`src/rtl/ptp_pkg.sv`:
```
// ptp_pkg: types, widths and constants of the planar texture coordinate projection
// used by ptp_sqrt_cell, ptp_div_cell and planar_texcoord_projection
// no dependencies
package ptp_pkg;

    // unit vectors carry 1.0 as 2^UNIT_BITS, coordinates are divided by 2^UV_SHIFT
    localparam int UNIT_BITS  = 29;
    localparam int UV_SHIFT   = 3;

    // differences, cross products and axis vectors
    localparam int D_W        = 33;
    localparam int PROD_W     = 49;
    localparam int VEC_W      = 50;
    localparam int MAG_W      = VEC_W - 1;

    // leading one search in groups
    localparam int GRP_W      = 7;
    localparam int N_GRP      = MAG_W / GRP_W;
    localparam int GPOS_W     = 3;
    localparam int POS_W      = 6;

    // normalized magnitudes, squares and their sum
    localparam int SMAG_W     = UNIT_BITS + 1;
    localparam int SQ_W       = 2 * SMAG_W;
    localparam int SUM_W      = SQ_W + 2;

    // square root cells
    localparam int ROOT_W     = SUM_W / 2;
    localparam int REM_W      = ROOT_W + 2;
    localparam int SQRT_STEPS = SUM_W / 2;

    // divider cells
    localparam int QUO_W      = UNIT_BITS + 1;
    localparam int DREM_W     = ROOT_W + 1;
    localparam int DIV_STEPS  = QUO_W;

    // projection
    localparam int UNIT_W     = QUO_W + 1;
    localparam int DPROD_W    = 64;
    localparam int DOT_W      = 66;
    localparam int SH_W       = DOT_W - UNIT_BITS - UV_SHIFT;
    localparam int OUT_W      = 32;

    localparam logic [OUT_W-1:0] SAT_MAX = {1'b0, {(OUT_W-1){1'b1}}};
    localparam logic [OUT_W-1:0] SAT_MIN = {1'b1, {(OUT_W-1){1'b0}}};

    // axis lanes
    localparam int AX_U = 0;
    localparam int AX_V = 1;

    typedef struct packed {
        logic signed [15:0] normal_x;
        logic signed [15:0] normal_y;
        logic signed [15:0] normal_z;
        logic signed [31:0] origin_x;
        logic signed [31:0] origin_y;
        logic signed [31:0] origin_z;
        logic signed [31:0] edge_end_x;
        logic signed [31:0] edge_end_y;
        logic signed [31:0] edge_end_z;
        logic signed [31:0] point_x;
        logic signed [31:0] point_y;
        logic signed [31:0] point_z;
    } t_in_item;

    typedef struct packed {
        logic signed [31:0] tex_u;
        logic signed [31:0] tex_v;
        logic               axes_ok;
    } t_out_item;

    // what travels beside the axis math: point offset, axis signs, length flag
    typedef struct packed {
        logic signed [D_W-1:0] d_x;
        logic signed [D_W-1:0] d_y;
        logic signed [D_W-1:0] d_z;
        logic [1:0][2:0]       neg;
        logic                  ok;
    } t_side;

    // through the square root chain the normalized magnitudes ride along
    typedef struct packed {
        t_side                         side;
        logic [1:0][2:0][SMAG_W-1:0]   mag;
    } t_sq_pay;

endpackage

```
`src/rtl/ptp_div_cell.sv`:
```
// ptp_div_cell: one quotient bit of the unit vector division, six lanes over two axes
// depends on ptp_pkg
module ptp_div_cell import ptp_pkg::*; (
    input  logic                           i_clk,
    input  logic                           i_rst_n,
    input  logic                           i_en,
    input  logic                           i_valid,
    input  t_side                          i_side,
    input  logic [1:0][ROOT_W-1:0]         i_len,
    input  logic [1:0][2:0][DREM_W-1:0]    i_r,
    input  logic [1:0][2:0][QUO_W-1:0]     i_q,
    output logic                           o_valid,
    output t_side                          o_side,
    output logic [1:0][ROOT_W-1:0]         o_len,
    output logic [1:0][2:0][DREM_W-1:0]    o_r,
    output logic [1:0][2:0][QUO_W-1:0]     o_q
);

    logic                          r_valid;
    t_side                         r_side;
    logic [1:0][ROOT_W-1:0]        r_len;
    logic [1:0][2:0][DREM_W-1:0]   r_r;
    logic [1:0][2:0][QUO_W-1:0]    r_q;

    logic [1:0][2:0][DREM_W-1:0]   n_r;
    logic [1:0][2:0][QUO_W-1:0]    n_q;
    logic [1:0][2:0][DREM_W-1:0]   w_rs;
    logic [1:0][2:0]               w_ge;

    // restoring step: compare with the length, subtract, shift
    always_comb begin
        for (int a = 0; a < 2; a++) begin
            for (int c = 0; c < 3; c++) begin
                w_ge[a][c] = (i_r[a][c] >= {1'b0, i_len[a]});
                w_rs[a][c] = w_ge[a][c] ? (i_r[a][c] - {1'b0, i_len[a]}) : i_r[a][c];
                n_r[a][c]  = {w_rs[a][c][DREM_W-2:0], 1'b0};
                n_q[a][c]  = {i_q[a][c][QUO_W-2:0], w_ge[a][c]};
            end
        end
    end

    // valid bit
    always_ff @(posedge i_clk) begin
        if (!i_rst_n) begin
            r_valid <= 1'b0;
        end else if (i_en) begin
            r_valid <= i_valid;
        end
    end

    // data
    always_ff @(posedge i_clk) begin
        if (i_en) begin
            r_side <= i_side;
            r_len  <= i_len;
            r_r    <= n_r;
            r_q    <= n_q;
        end
    end

    assign o_valid = r_valid;
    assign o_side  = r_side;
    assign o_len   = r_len;
    assign o_r     = r_r;
    assign o_q     = r_q;

endmodule

```
`config.mk`:
```
export PLATFORM = sky130hd
export DESIGN_NAME = ptp_div_cell
export DESIGN_NICKNAME = d
export VERILOG_FILES = /design/src/rtl/ptp_pkg.sv /design/src/rtl/ptp_div_cell.sv
export SDC_FILE = /design/constraint.sdc
export NUM_CORES = 1
export LEC_CHECK = 0
export BUFFER_PORTS_ARGS = -buffer_cell sky130_fd_sc_hd__buf_2
export CORE_AREA = 3 3 417 419
export CTS_CLUSTER_SIZE = 8
export DETAILED_ROUTE_END_ITERATION = 8
export DIE_AREA = 0 0 420 422
export PLACE_DENSITY = 0.34
export SETUP_SLACK_MARGIN = 0.1
export SLEW_MARGIN = 15
export SYNTH_ARGS = -nofsm -noshare
export SYNTH_HDL_FRONTEND = slang
export SYNTH_SLANG_ARGS = --single-unit
```
`constraint.sdc`:
```
create_clock -name i_clk -period 5.4 [get_ports i_clk]
set_input_delay 0 -clock i_clk [delete_from_list [all_inputs] [get_ports i_clk]]
set_output_delay 0 -clock i_clk [all_outputs]
set_load 0.05 [all_outputs]
```
Yosys cells after proc, flatten, opt, wreduce, memory -nomap -nowiden:

Cells that the tools add are included.

* word-level logic and storage cells: 39
* register bits: 535
* bits in latches: 0
* memory bits (writable): 0
* memories: 0
* input bits: 544
* ROM bits: 0

* multiply operators: 0
* mux-type cells: 6
* order comparisons: 6
* reductions and logical operators: 0
* shifts and indexed selects: 0
* bitwise gates (word level): 0
* div/mod/pow operators: 0
* $add $sub $neg: 6
* equality and inequality tests: 0

Operators with widths (number)
* $ge A32 B31 Y1: 6
* $mux W31: 6
* $sub A31 B31 Y31: 6

Depth between registers and ports, before layout:

* depth in word-level cells: 2
* gate-level depth with buffers: 14
* mapped depth without buffers: 12

Worst setup path after synthesis:

OpenSTA, ideal clock, no wires.

* path type: input-to-reg
* start: input i_len[17] (netlist name)
* end: register r_r, in the netlist o_r[75] (data pin)
* setup time: 260 ps
* setup slack: 2616 ps
* path buffers: 2
* arrival: 2524 ps
* stages: 12
* path through: inv_1 > ha_1 > a21o_1 > a21o_1 > a21o_1 > a2111oi_2 > nor3_1 > a21o_1 > a2111o_1 > buf_6 > buf_6 > mux2_4

RTL lines
* from (decl): RTL line ptp_div_cell.sv:9 `input logic [1:0][ROOT_W-1:0] i_len,`
* to (signal assigned): RTL line ptp_div_cell.sv:56 `r_r <= n_r;`
* to (decl): RTL line ptp_div_cell.sv:22 `logic [1:0][2:0][DREM_W-1:0] r_r;`

==> results.cfg <==
[yosys]
synthDominantCellAreaShare_pct = 56.9
ys_types = 80
synth-edff-count = 534
yosysSeqAreaShare_pct = 57.0
netlist_top_cells_area = edfxtp_1 57%, ha_1 8.3%, a21oi_1 4.4%, mux2_2 3.4%, xnor2_1 3.1%
postSynth.topFlopCell = edfxtp_1
yosysTopAreaCell = edfxtp_1
synth_warnings = 0
synth.ff_latch_count = 535
synthesized_area_divided_by_synthesized_cell_count_um2 = 12.2
synth_area_mm2 = 0.0282
number_of_instances_in_the_synthesized_netlist = 2301
ys_async_sr_fraction_pct = 0

[power_and_ir_drop]
power_switching_mw = 5.56
worst_ir_drop_vdd_mv = 0.252
power_per_cell_area_mw_per_mm2 = 329
design_power_total_mw = 15.2
cellInternalPower_mw = 9.65
p_seq_share_pct = 34.7
swShare_pct = 36.5
total_leakage_power_nw = 19.7
clkPwrFrac_pct = 33.2
p_comb_share_pct = 32.1

[clocking]
cts_inserted_buffers = 83
cts_tree = yes
worst_skew_pair.late_latency_ns = 0.68
cts_max_path_buffers = 3
cts-htree-levels = 3
clock-sinks = 535
clk_root_buffer_cell = clkbuf_16
clkTransAtPathRegs_ns = 0.05

[sta]
layout_worst_path_cycle_share_pct = 78.6
timing.final.ws_setup_ns = 1.16
finalSetupViolations = 0
finClkSkew_ns = 0
setup-tns-final_ns = 0
hold_viol_final = 0
maxClockFrequency_mhz = 236
slew_headroom_pct = 28.2
final.hold.worst_slack_ns = 0.0635
setup_repair_after_global_routing_missed_its_margin = false
final_max_slew_viol_count = 0
layout_min_cycle_time_ns = 4.24
max_slew.worst_pin.slew_ns = 1.08

[worst_hold_path]
worst_hold_startpoint = i_q[49]
min_to = o_q[50]$_DFFE_PP_
hold-path-cell-count = 2
worst_hold_path_class = input pin to flip-flop

[detailed_routing]
first_iter_violations = 1343
routed_wirelength_um = 153000
drt_pass1_iterations = 5
routed.top_layer = met5
drt.antenna.violating_nets = 0
routedWlPerCell_um = 23.7
routed_via_density = 4.06
met2WireLength_um = 75700
dr_wl_met3_um = 12600
wl_met1_um = 60000
remaining_drc_errors = 0
vias = 26242

[grt]
wire_length_of_the_first_global_routing_pass_um = 208000
tot_gr_track_use_pct = 16.6
first_global_vias = 27145
gr-total-overflow = 0
number_of_antenna_violations_at_the_first_check_in_global_routing = 62
grt_max_degree = 148

[floorplanning]
fp.dieArea_mm2 = 0.177
floorplan.initialDensity_pct = 16.5
die_h_um = 422
pin_count = 1085
core.rowCount = 152
floorplan.die.width_um = 420
core_area_mm2 = 0.171

[worst_setup_path]
timing.critical_path.required_ns = 5.83
timing.rr.end = o_valid$_SDFFE_PN0P_
critical_path.endpoint_type = flip-flop
timing.critical_path.arrival_ns = 4.68
crit_fanout = 37
worst_r2r_path_depth = 3
critical_path.reg2reg.startpoint = o_valid$_SDFFE_PN0P_
timing.critical_path.from_type = input pin
setup_slack_reg_to_reg_ns = 4.27
critical_path_class = input pin to flip-flop

[finish]
fin_area_mm2 = 0.0463
register_area_mm2 = 0.0161
synth_to_final_area_change_pct = 64.3
area_occupied_by_multi_input_gates_mm2 = 0.0114
nNetsFinal = 4910
fillCellCount = 18217
final_layout_size_suffix_gt1_share_pct = 31.0

[placement]
place_congestion = 0.875
preCtsSetupSlack_ns = 1.57
port_buffers = 1072
post_place_instance_area_mm2 = 0.0362
hpwl_um = 125000

[run_status]
outcome = finished clean

[run]
max_cap_viol_count = 0
[through the flow]
stage | cells | util, %
3_3_place_gp | 5559 | 21.2
4_1_cts | 6438 | 27.0
3_5_place_dp | 5559 | 21.2
6_report | 6461 | 27.1
5_1_grt | 6454 | 27.1
2_1_floorplan | 2306 | -
[metal layers]
| metal | vias up | GRT usage, % |
|---|---|---|
| met5 | - | 0 |
| met3 | 221 | 5.56 |
| met1 | 12686 | 18.9 |
| li1 | 12455 | - |
| met4 | 10 | 5.38 |
| met2 | 870 | 29.0 |
[sequential cells by signal, indices dropped and copies added, names as in the netlist]
register  count
o_side      106
o_q         180
o_valid       1
o_r         186
o_len        62
[timing repair]
action | in CTS | in global routing
hold buffers | 763 | 0
hold endpoints to repair | 609 | 0
setup buffers | 0 | 0
gates resized for setup | 0 | 0
[power by group through the flow]
stage | sequential (mW) | combinational (mW) | clock (mW)
4_1_cts | 5.29 | 4.94 | 5.29
6_report | 5.28 | 4.88 | 5.04
3_3_place_gp | 5.36 | 4.41 | 0
5_1_grt | 5.33 | 5.20 | 5.41
3_5_place_dp | 5.36 | 4.38 | 0
2_1_floorplan | 6.92 | 1.36 | 0
[cell usage after synthesis (all sizes together), types with 17 or more instances]
master and number:
mux2 91, inv 107, and3 20, nor3 26, edfxtp 534, a21oi 247, nor2 192, o21ai 101
ha 186, a31oi 17, nand4 30, xnor2 101, clkbuf 35, xor2 59, nor2b 25, a21o 117
o21a 23, buf 30, o21bai 19, nand2 108, nand3 38
[critical path: stages]
cell and delay, ns:
dlygate4sd3_1 0.54, buf_2 0.19, ha_1 0.25, fa_1 0.41, nor2b_1 0.13, o21ai_0 0.15, a21oi_1 0.30, o221ai_1 0.23
a21oi_1 0.40, a31oi_1 0.19, o21ai_4 0.87, mux2_2 0.42, dlygate4sd3_1 0.56
[area by class of cell]
cell class | count | area share [%]
repair buffers | 1848 | 28.4
well taps | 2233 | 6.04
clock inverters | 23 | 0.576
inverters | 107 | 0.868
diodes | 23 | 0.124
multi-input cells | 1599 | 24.7
clock buffers | 93 | 4.61
flip-flops and latches | 535 | 34.7
[cell usage in the layout, fill, tap and decap left out, types with 37 or more instances in the layout]
cell type,netlist,layout
inv_1,107,107
edfxtp_1,534,534
dlygate4sd3_1,0,763
mux2_2,86,86
buf_2,13,1071
o21ai_0,99,99
ha_1,186,186
xnor2_1,101,101
clkbuf_16,0,84
nor2_1,192,192
a21o_1,117,116
nand2_1,108,108
a21oi_1,247,246
nand3_1,37,37
xor2_1,59,59
[how the worst max path moves through the flow]
stage / start / to / slack, ns / cells past startpoint
global placement: i_len[31] / o_r[104]$_DFFE_PP_ / 1.51 / 11
detailed placement: i_len[31] / o_r[116]$_DFFE_PP_ / 1.57 / 11
finish: i_len[31] / o_r[100]$_DFFE_PP_ / 1.16 / 13
CTS: i_r[64] / o_r[72]$_DFFE_PP_ / 1.23 / 14
global route: i_len[31] / o_r[103]$_DFFE_PP_ / 0.86 / 13
floorplan: i_len[17] / o_r[75]$_DFFE_PP_ / 2.62 / 12
[logic make-up (layout without fill, tap and decap cells)]
logic type	after synthesis	in the layout	share of synthesized area [%]
XOR/XNOR	160	160	4.98
adder cells (fa/ha/maj)	192	192	8.69
buffers and inverters	172	2071	2.58
AO/OA/AOI/OAI	638	638	14.3
AND/OR/NAND/NOR	509	509	8.58
flip-flops	535	535	57.0
other	1	29	0.0133
multiplexers	94	94	3.81
No activity file was read; power rests on OpenSTA's default activity.
