--- src/rtl/ptp_pkg.sv ---
// ptp_pkg: types, widths and constants of the planar texture coordinate projection
// used by ptp_sqrt_cell, ptp_div_cell and planar_texcoord_projection
// no dependencies
package ptp_pkg;

    // unit vectors carry 1.0 as 2^UNIT_BITS, coordinates are divided by 2^UV_SHIFT
    localparam int UNIT_BITS  = 29;
    localparam int UV_SHIFT   = 3;

    // differences, cross products and axis vectors
    localparam int D_W        = 33;
    localparam int PROD_W     = 49;
    localparam int VEC_W      = 50;
    localparam int MAG_W      = VEC_W - 1;

    // leading one search in groups
    localparam int GRP_W      = 7;
    localparam int N_GRP      = MAG_W / GRP_W;
    localparam int GPOS_W     = 3;
    localparam int POS_W      = 6;

    // normalized magnitudes, squares and their sum
    localparam int SMAG_W     = UNIT_BITS + 1;
    localparam int SQ_W       = 2 * SMAG_W;
    localparam int SUM_W      = SQ_W + 2;

    // square root cells
    localparam int ROOT_W     = SUM_W / 2;
    localparam int REM_W      = ROOT_W + 2;
    localparam int SQRT_STEPS = SUM_W / 2;

    // divider cells
    localparam int QUO_W      = UNIT_BITS + 1;
    localparam int DREM_W     = ROOT_W + 1;
    localparam int DIV_STEPS  = QUO_W;

    // projection
    localparam int UNIT_W     = QUO_W + 1;
    localparam int DPROD_W    = 64;
    localparam int DOT_W      = 66;
    localparam int SH_W       = DOT_W - UNIT_BITS - UV_SHIFT;
    localparam int OUT_W      = 32;

    localparam logic [OUT_W-1:0] SAT_MAX = {1'b0, {(OUT_W-1){1'b1}}};
    localparam logic [OUT_W-1:0] SAT_MIN = {1'b1, {(OUT_W-1){1'b0}}};

    // axis lanes
    localparam int AX_U = 0;
    localparam int AX_V = 1;

    typedef struct packed {
        logic signed [15:0] normal_x;
        logic signed [15:0] normal_y;
        logic signed [15:0] normal_z;
        logic signed [31:0] origin_x;
        logic signed [31:0] origin_y;
        logic signed [31:0] origin_z;
        logic signed [31:0] edge_end_x;
        logic signed [31:0] edge_end_y;
        logic signed [31:0] edge_end_z;
        logic signed [31:0] point_x;
        logic signed [31:0] point_y;
        logic signed [31:0] point_z;
    } t_in_item;

    typedef struct packed {
        logic signed [31:0] tex_u;
        logic signed [31:0] tex_v;
        logic               axes_ok;
    } t_out_item;

    // what travels beside the axis math: point offset, axis signs, length flag
    typedef struct packed {
        logic signed [D_W-1:0] d_x;
        logic signed [D_W-1:0] d_y;
        logic signed [D_W-1:0] d_z;
        logic [1:0][2:0]       neg;
        logic                  ok;
    } t_side;

    // through the square root chain the normalized magnitudes ride along
    typedef struct packed {
        t_side                         side;
        logic [1:0][2:0][SMAG_W-1:0]   mag;
    } t_sq_pay;

endpackage

--- src/rtl/ptp_sqrt_cell.sv ---
// ptp_sqrt_cell: one digit step of the integer square root, both axes side by side
// depends on ptp_pkg
module ptp_sqrt_cell import ptp_pkg::*; (
    input  logic                         i_clk,
    input  logic                         i_rst_n,
    input  logic                         i_en,
    input  logic                         i_valid,
    input  t_sq_pay                      i_pay,
    input  logic [1:0][SUM_W-1:0]        i_rad,
    input  logic [1:0][REM_W-1:0]        i_rem,
    input  logic [1:0][ROOT_W-1:0]       i_root,
    output logic                         o_valid,
    output t_sq_pay                      o_pay,
    output logic [1:0][SUM_W-1:0]        o_rad,
    output logic [1:0][REM_W-1:0]        o_rem,
    output logic [1:0][ROOT_W-1:0]       o_root
);

    logic                          r_valid;
    t_sq_pay                       r_pay;
    logic [1:0][SUM_W-1:0]         r_rad;
    logic [1:0][REM_W-1:0]         r_rem;
    logic [1:0][ROOT_W-1:0]        r_root;

    logic [1:0][SUM_W-1:0]         n_rad;
    logic [1:0][REM_W-1:0]         n_rem;
    logic [1:0][ROOT_W-1:0]        n_root;
    logic [1:0][REM_W+1:0]         w_acc;
    logic [1:0][REM_W+1:0]         w_trial;
    logic [1:0][REM_W+1:0]         w_diff;
    logic [1:0]                    w_ge;

    // bring down two radicand bits, try subtracting 4*root+1
    always_comb begin
        for (int a = 0; a < 2; a++) begin
            w_acc[a]   = {i_rem[a], i_rad[a][SUM_W-1 -: 2]};
            w_trial[a] = {2'b00, i_root[a], 2'b01};
            w_diff[a]  = w_acc[a] - w_trial[a];
            w_ge[a]    = (w_acc[a] >= w_trial[a]);
            n_rem[a]   = w_ge[a] ? w_diff[a][REM_W-1:0] : w_acc[a][REM_W-1:0];
            n_root[a]  = {i_root[a][ROOT_W-2:0], w_ge[a]};
            n_rad[a]   = {i_rad[a][SUM_W-3:0], 2'b00};
        end
    end

    // valid bit
    always_ff @(posedge i_clk) begin
        if (!i_rst_n) begin
            r_valid <= 1'b0;
        end else if (i_en) begin
            r_valid <= i_valid;
        end
    end

    // data
    always_ff @(posedge i_clk) begin
        if (i_en) begin
            r_pay  <= i_pay;
            r_rad  <= n_rad;
            r_rem  <= n_rem;
            r_root <= n_root;
        end
    end

    assign o_valid = r_valid;
    assign o_pay   = r_pay;
    assign o_rad   = r_rad;
    assign o_rem   = r_rem;
    assign o_root  = r_root;

endmodule

--- config.mk ---
export PLATFORM = sky130hd
export DESIGN_NAME = ptp_sqrt_cell
export DESIGN_NICKNAME = d
export VERILOG_FILES = /design/src/rtl/ptp_pkg.sv /design/src/rtl/ptp_sqrt_cell.sv
export SDC_FILE = /design/constraint.sdc
export NUM_CORES = 1
export LEC_CHECK = 0
export BUFFER_PORTS_ARGS = -buffer_cell sky130_fd_sc_hd__buf_2
export CORE_AREA = 3 3 422 424
export CTS_CLUSTER_SIZE = 8
export DETAILED_ROUTE_END_ITERATION = 8
export DIE_AREA = 0 0 425 427
export GPL_ROUTABILITY_DRIVEN = 0
export PLACE_DENSITY_LB_ADDON = 0.15
export SKIP_LAST_GASP = 1
export SYNTH_ARGS = -nofsm -noshare
export SYNTH_HDL_FRONTEND = slang
export SYNTH_SLANG_ARGS = --single-unit
--- constraint.sdc ---
create_clock -name i_clk -period 2.8 [get_ports i_clk]
set_clock_uncertainty 0.2 [all_clocks]
set_input_delay 0.14 -clock i_clk [delete_from_list [all_inputs] [get_ports i_clk]]
set_output_delay 0.14 -clock i_clk [all_outputs]
set_load 0.01 [all_outputs]
Yosys cells after proc, flatten, opt, wreduce, memory -nomap -nowiden --
Cells that the tools add are included. Widths: inputs -> output; s select.
Storage, ports and cells: output and inout port bits 539, bits of input ports 542, logic and storage cells 25, register bits 535
Cells by class: mux-type cells 2, magnitude comparators 2, $add $sub $neg 2
Operators with widths (number):
- $ge 35x33->1 | 2
- $mux 33 | 2
- $sub 33x33->33 | 2

Logic depth before layout (Yosys ltp) --
word-level depth 2, depth in mapped cells 15

Least setup slack after synthesis --
OpenSTA, ideal clock, no wires.
path kind in2reg, start input i_root[49] in the netlist's numbering, end register r_rem (netlist bit o_rem[39]) (data pin), stages 13, arrival 2.449 ns, setup time 0.260 ns, required time 2.340 ns, slack -0.109 ns, cells stage by stage inv_1 > ha_1 > buf_2 > a21o_1 > a21o_1 > a2111oi_2 > nor3_1 > nand4bb_4 > nand3_2 > o21a_1 > buf_6 > buf_6 > mux2_4
RTL lines:
- start, declared | line ptp_sqrt_cell.sv:11 | input logic [1:0][ROOT_W-1:0] i_root,
- end signal, assigned | line ptp_sqrt_cell.sv:60 | r_rem <= n_rem;
- end, declared | line ptp_sqrt_cell.sv:22 | logic [1:0][REM_W-1:0] r_rem;

==> metrics.yaml <==
status:
  outcome: "completed"
route:
  first_iter_violations: 842
  drtAntennaViolNets: 0
  routed_wl_mm: 115
  dr.pass1.iters: 5
  drc_errors: 0
  vias: 20065
  avgViaCountPerCell: 3.37
  routedWlPerCell_um: 19.2
yosys:
  yosysTopAreaCell: "edfxtp_1"
  synth-xor-area-share_pct: 2.12
  ys_ff_latch: 535
  syn_area_per_cell_um2: 17.2
  synth_top_family_by_area: "compound AO/OA/AOI/OAI gates"
  synth_simple_gate_area_share_pct: 4.37
  synth-edff-count: 534
  synth_compound_area_share_pct: 7.80
  synth.distinct_cells: 72
  synth_top_area_share_pct: 76.1
  synthTopCellsByArea: "edfxtp_1 (76%), ha_1 (3.9%), mux2_4 (2.1%), a21o_1 (1.6%), inv_1 (1.5%)"
  ys_seq_area_share_pct: 76.1
  muxShareOfSynthArea_pct: 2.97
  synthFlopType: "edfxtp_1"
  yosysWarnings: 0
  netlist_instances: 1228
  synthAdderAreaFrac_pct: 3.92
  syn_area_um2: 21100
  synthArstFlopShare_pct: 0
floorplanning:
  fp.dieW_um: 425
  row_count: 153
  floorplan.initialDensity_pct: 12.1
  ios: 1081
  core_um2: 174000
  dieArea_um2: 181000
  die_h_um: 427
critical_path:
  arrival_ns: 3.00
  cp_max_fo: 6
  critPathMostFrequentCell: "a21o_1"
  r2r_end: "o_valid"
  slowest_stage: "dlygate4sd3_1"
  crit_chain: "dlygate4sd3_1, buf_2, ha_1, buf_4, a21o_1, a21o_1, o2111ai_2, a31o_1, a21oi_4, o2111a_2, nor2_8, clkinv_4, buf_12, mux2_1"
  crit_type: "in2reg"
  r2r_cells: 4
  crit_path_end_kind: "register"
  worstPathRequired_ns: 3.01
  cp-start-kind: "input port"
  cpPeakStageDelay_ns: 0.55
  rrSetupSlack_ns: 0.91
  r2r-start: "o_valid"
timing:
  max_freq_mhz: 358
  finalSetupViolations: 0
  layout_setup_ws_ns: 0.00882
  relSlewSlack_pct: 56.5
  finalCritPeriodShare_pct: 99.7
  slew_viol_final: 0
  hold_viol_final: 0
  tightest_slew_ns: 0.649
  setup_tns_ns: 0
  period_needed_ns: 2.79
final_layout:
  drive_gt1_share_pct: 42.1
  nets: 4199
  utilization_pct: 25.2
  fillers: 18584
  stdcell_count: 5957
  multi_input_area_um2: 4800
  seqCellArea_um2: 16100
  fin_area_um2: 43900
  area_growth_pct: 108
place:
  dp_slack_ns: -0.346
  dp.cells: 4844
  io_buffers: 1076
  place.detailed.hpwl_mm: 88.9
  placed_cell_area_um2: 31200
flow_run:
  cap_violations: 0
global_routing:
  grt_pass1_vias: 21508
  antenna_found_initial: 21
  grt_pass1_wl_mm: 155
  grt_max_degree: 74
  grtUsageTotal_pct: 11.9
  gr-total-overflow: 0
pwr:
  max-vdd-ir-drop_mv: 0.413
  pwr_density_cell_nw_per_um2: 550
  leakagePower_uw: 0.0185
min_path:
  hp-class: "in2reg"
  hold_depth: 5
  hold_start: "i_rem[35]"
  holdPathEnd: "o_rem[37]"
cts:
  numCtsBuffers: 81
  cts_max_level: 3
  clock_latency_ns: 0.69
  cts.sinks: 535
  clk_pin_slew_worst_paths_ns: 0.05
  tritoncts: "done"
  clk_path_buf_depth: 3
  clockRootBuffer: "clkbuf_16"
-- registers in the layout, indices dropped and copies added (netlist names) --
name	cells
o_pay	286
o_rad	120
o_rem	66
o_root	62
o_valid	1
-- Yosys cell counts (13+ instances only) --
cell and n:
ha_1 66, o21a_1 13, nand2_1 36, a21oi_1 56
nand3_1 21, mux2_4 30, o31ai_1 16, inv_1 82
clkbuf_1 16, o21ai_0 26, edfxtp_1 534, nand4_1 14
nor3_1 22, xor2_1 19, nor2_1 34, xnor2_1 32
a21o_1 45
-- where the power goes --
group	internal, µW	leakage, µW	switching, µW	total, µW
sequential	9670	0.00524	272	9940
clock	5380	0.00113	3910	9300
combinational	2580	0.0121	2310	4890
total	17600	0.0185	6490	24100
-- repair_timing --
action / 4_1_cts / 5_1_grt
endpoints found under the hold margin: 790 / 12
hold buffers: 971 / 17
gates resized for setup: 0 / 65
buffers inserted: 0 / 2
endpoints found under the setup margin: 0 / 57
-- critical path, delay by kind of cell --
kind	cells	cell delay (ns)
AO/OA/AOI/OAI	6	1.15
multiplexers	1	0.30
AND/OR/NAND/NOR	1	0.11
buffers and inverters	5	1.08
adder cells (fa/ha/maj)	1	0.23
-- logic make-up (layout without fill, tap and decap cells) --
kind of cell,count (synthesis),in the layout
DFF,535,535
AOI/OAI and AO/OA,236,236
and+or+nand+nor,173,173
buffers and inverters,120,2513
adders and majority gates,66,66
xor gates and xnor gates,51,51
muxes,46,46
other,1,12
-- cell type report --
class,instances,share of cell area (%)
Clock inverter,16,0.588
Antenna cell,8,0.0456
Inverter,83,0.722
Timing Repair Buffer,2314,39.7
Multi-Input combinational cell,576,10.9
Tap cell,2325,6.63
Clock buffer,100,4.78
Sequential cell,535,36.6
-- routing by layer --
| layer | wire, µm | share of wire (%) | GRT usage [%] | vias to the layer above |
|---|---|---|---|---|
| li1 | - | - | - | 9465 |
| met1 | 43100 | 38 | 12.7 | 9781 |
| met5 | 48 | 0.042 | 0 | - |
| met4 | 3000 | 2.6 | 3.58 | 8 |
| met3 | 6880 | 6.0 | 3.27 | 140 |
| met2 | 61600 | 54 | 22.5 | 671 |
-- metrics by stage --
step                power [µW]  hold WS (ns)
floorplan                11400        0.0389
global placement         13900         0.117
detailed placement       13800         0.118
CTS                      24600        -0.632
global route             25300       0.00581
finish                   24100        0.0264
-- how the worst max path moves through the flow --
stage,startpoint,to,cells after the start
6_report,i_rem[4],o_rem[4],14
5_1_grt,i_root[40],o_rem[59],14
4_1_cts,i_rem[33],o_rem[56],13
3_5_place_dp,i_root[38],o_rem[54],12
3_3_place_gp,i_root[15],o_rem[32],12
2_1_floorplan,i_root[20],o_rem[12],14
-- cell usage in the layout (no fill, tap or decap), types with 5 or more instances in the layout --
cell | synthesis | final
and3_1 | 10 | 7
o21a_1 | 13 | 12
xnor2_1 | 32 | 32
clkinv_16 | 0 | 5
and4_1 | 7 | 5
nor2b_1 | 5 | 5
mux2_4 | 30 | 34
ha_1 | 66 | 58
ha_4 | 0 | 6
a21oi_1 | 56 | 50
buf_12 | 2 | 15
clkbuf_16 | 0 | 84
o21bai_1 | 10 | 9
a31oi_1 | 12 | 11
nor3_1 | 22 | 19
o21ai_0 | 26 | 22
a21o_1 | 45 | 45
nand3_1 | 21 | 19
diode_2 | 0 | 8
nand2_1 | 36 | 34
xor2_1 | 19 | 19
o211ai_1 | 12 | 12
nor2_1 | 34 | 34
nand4_1 | 14 | 14
inv_1 | 82 | 82
a21oi_2 | 8 | 13
buf_4 | 5 | 237
mux2_1 | 12 | 8
clkbuf_1 | 16 | 19
dlygate4sd3_1 | 0 | 983
o31ai_1 | 16 | 14
edfxtp_1 | 534 | 534
buf_2 | 7 | 1072
No activity file was read; power rests on OpenSTA's default activity.
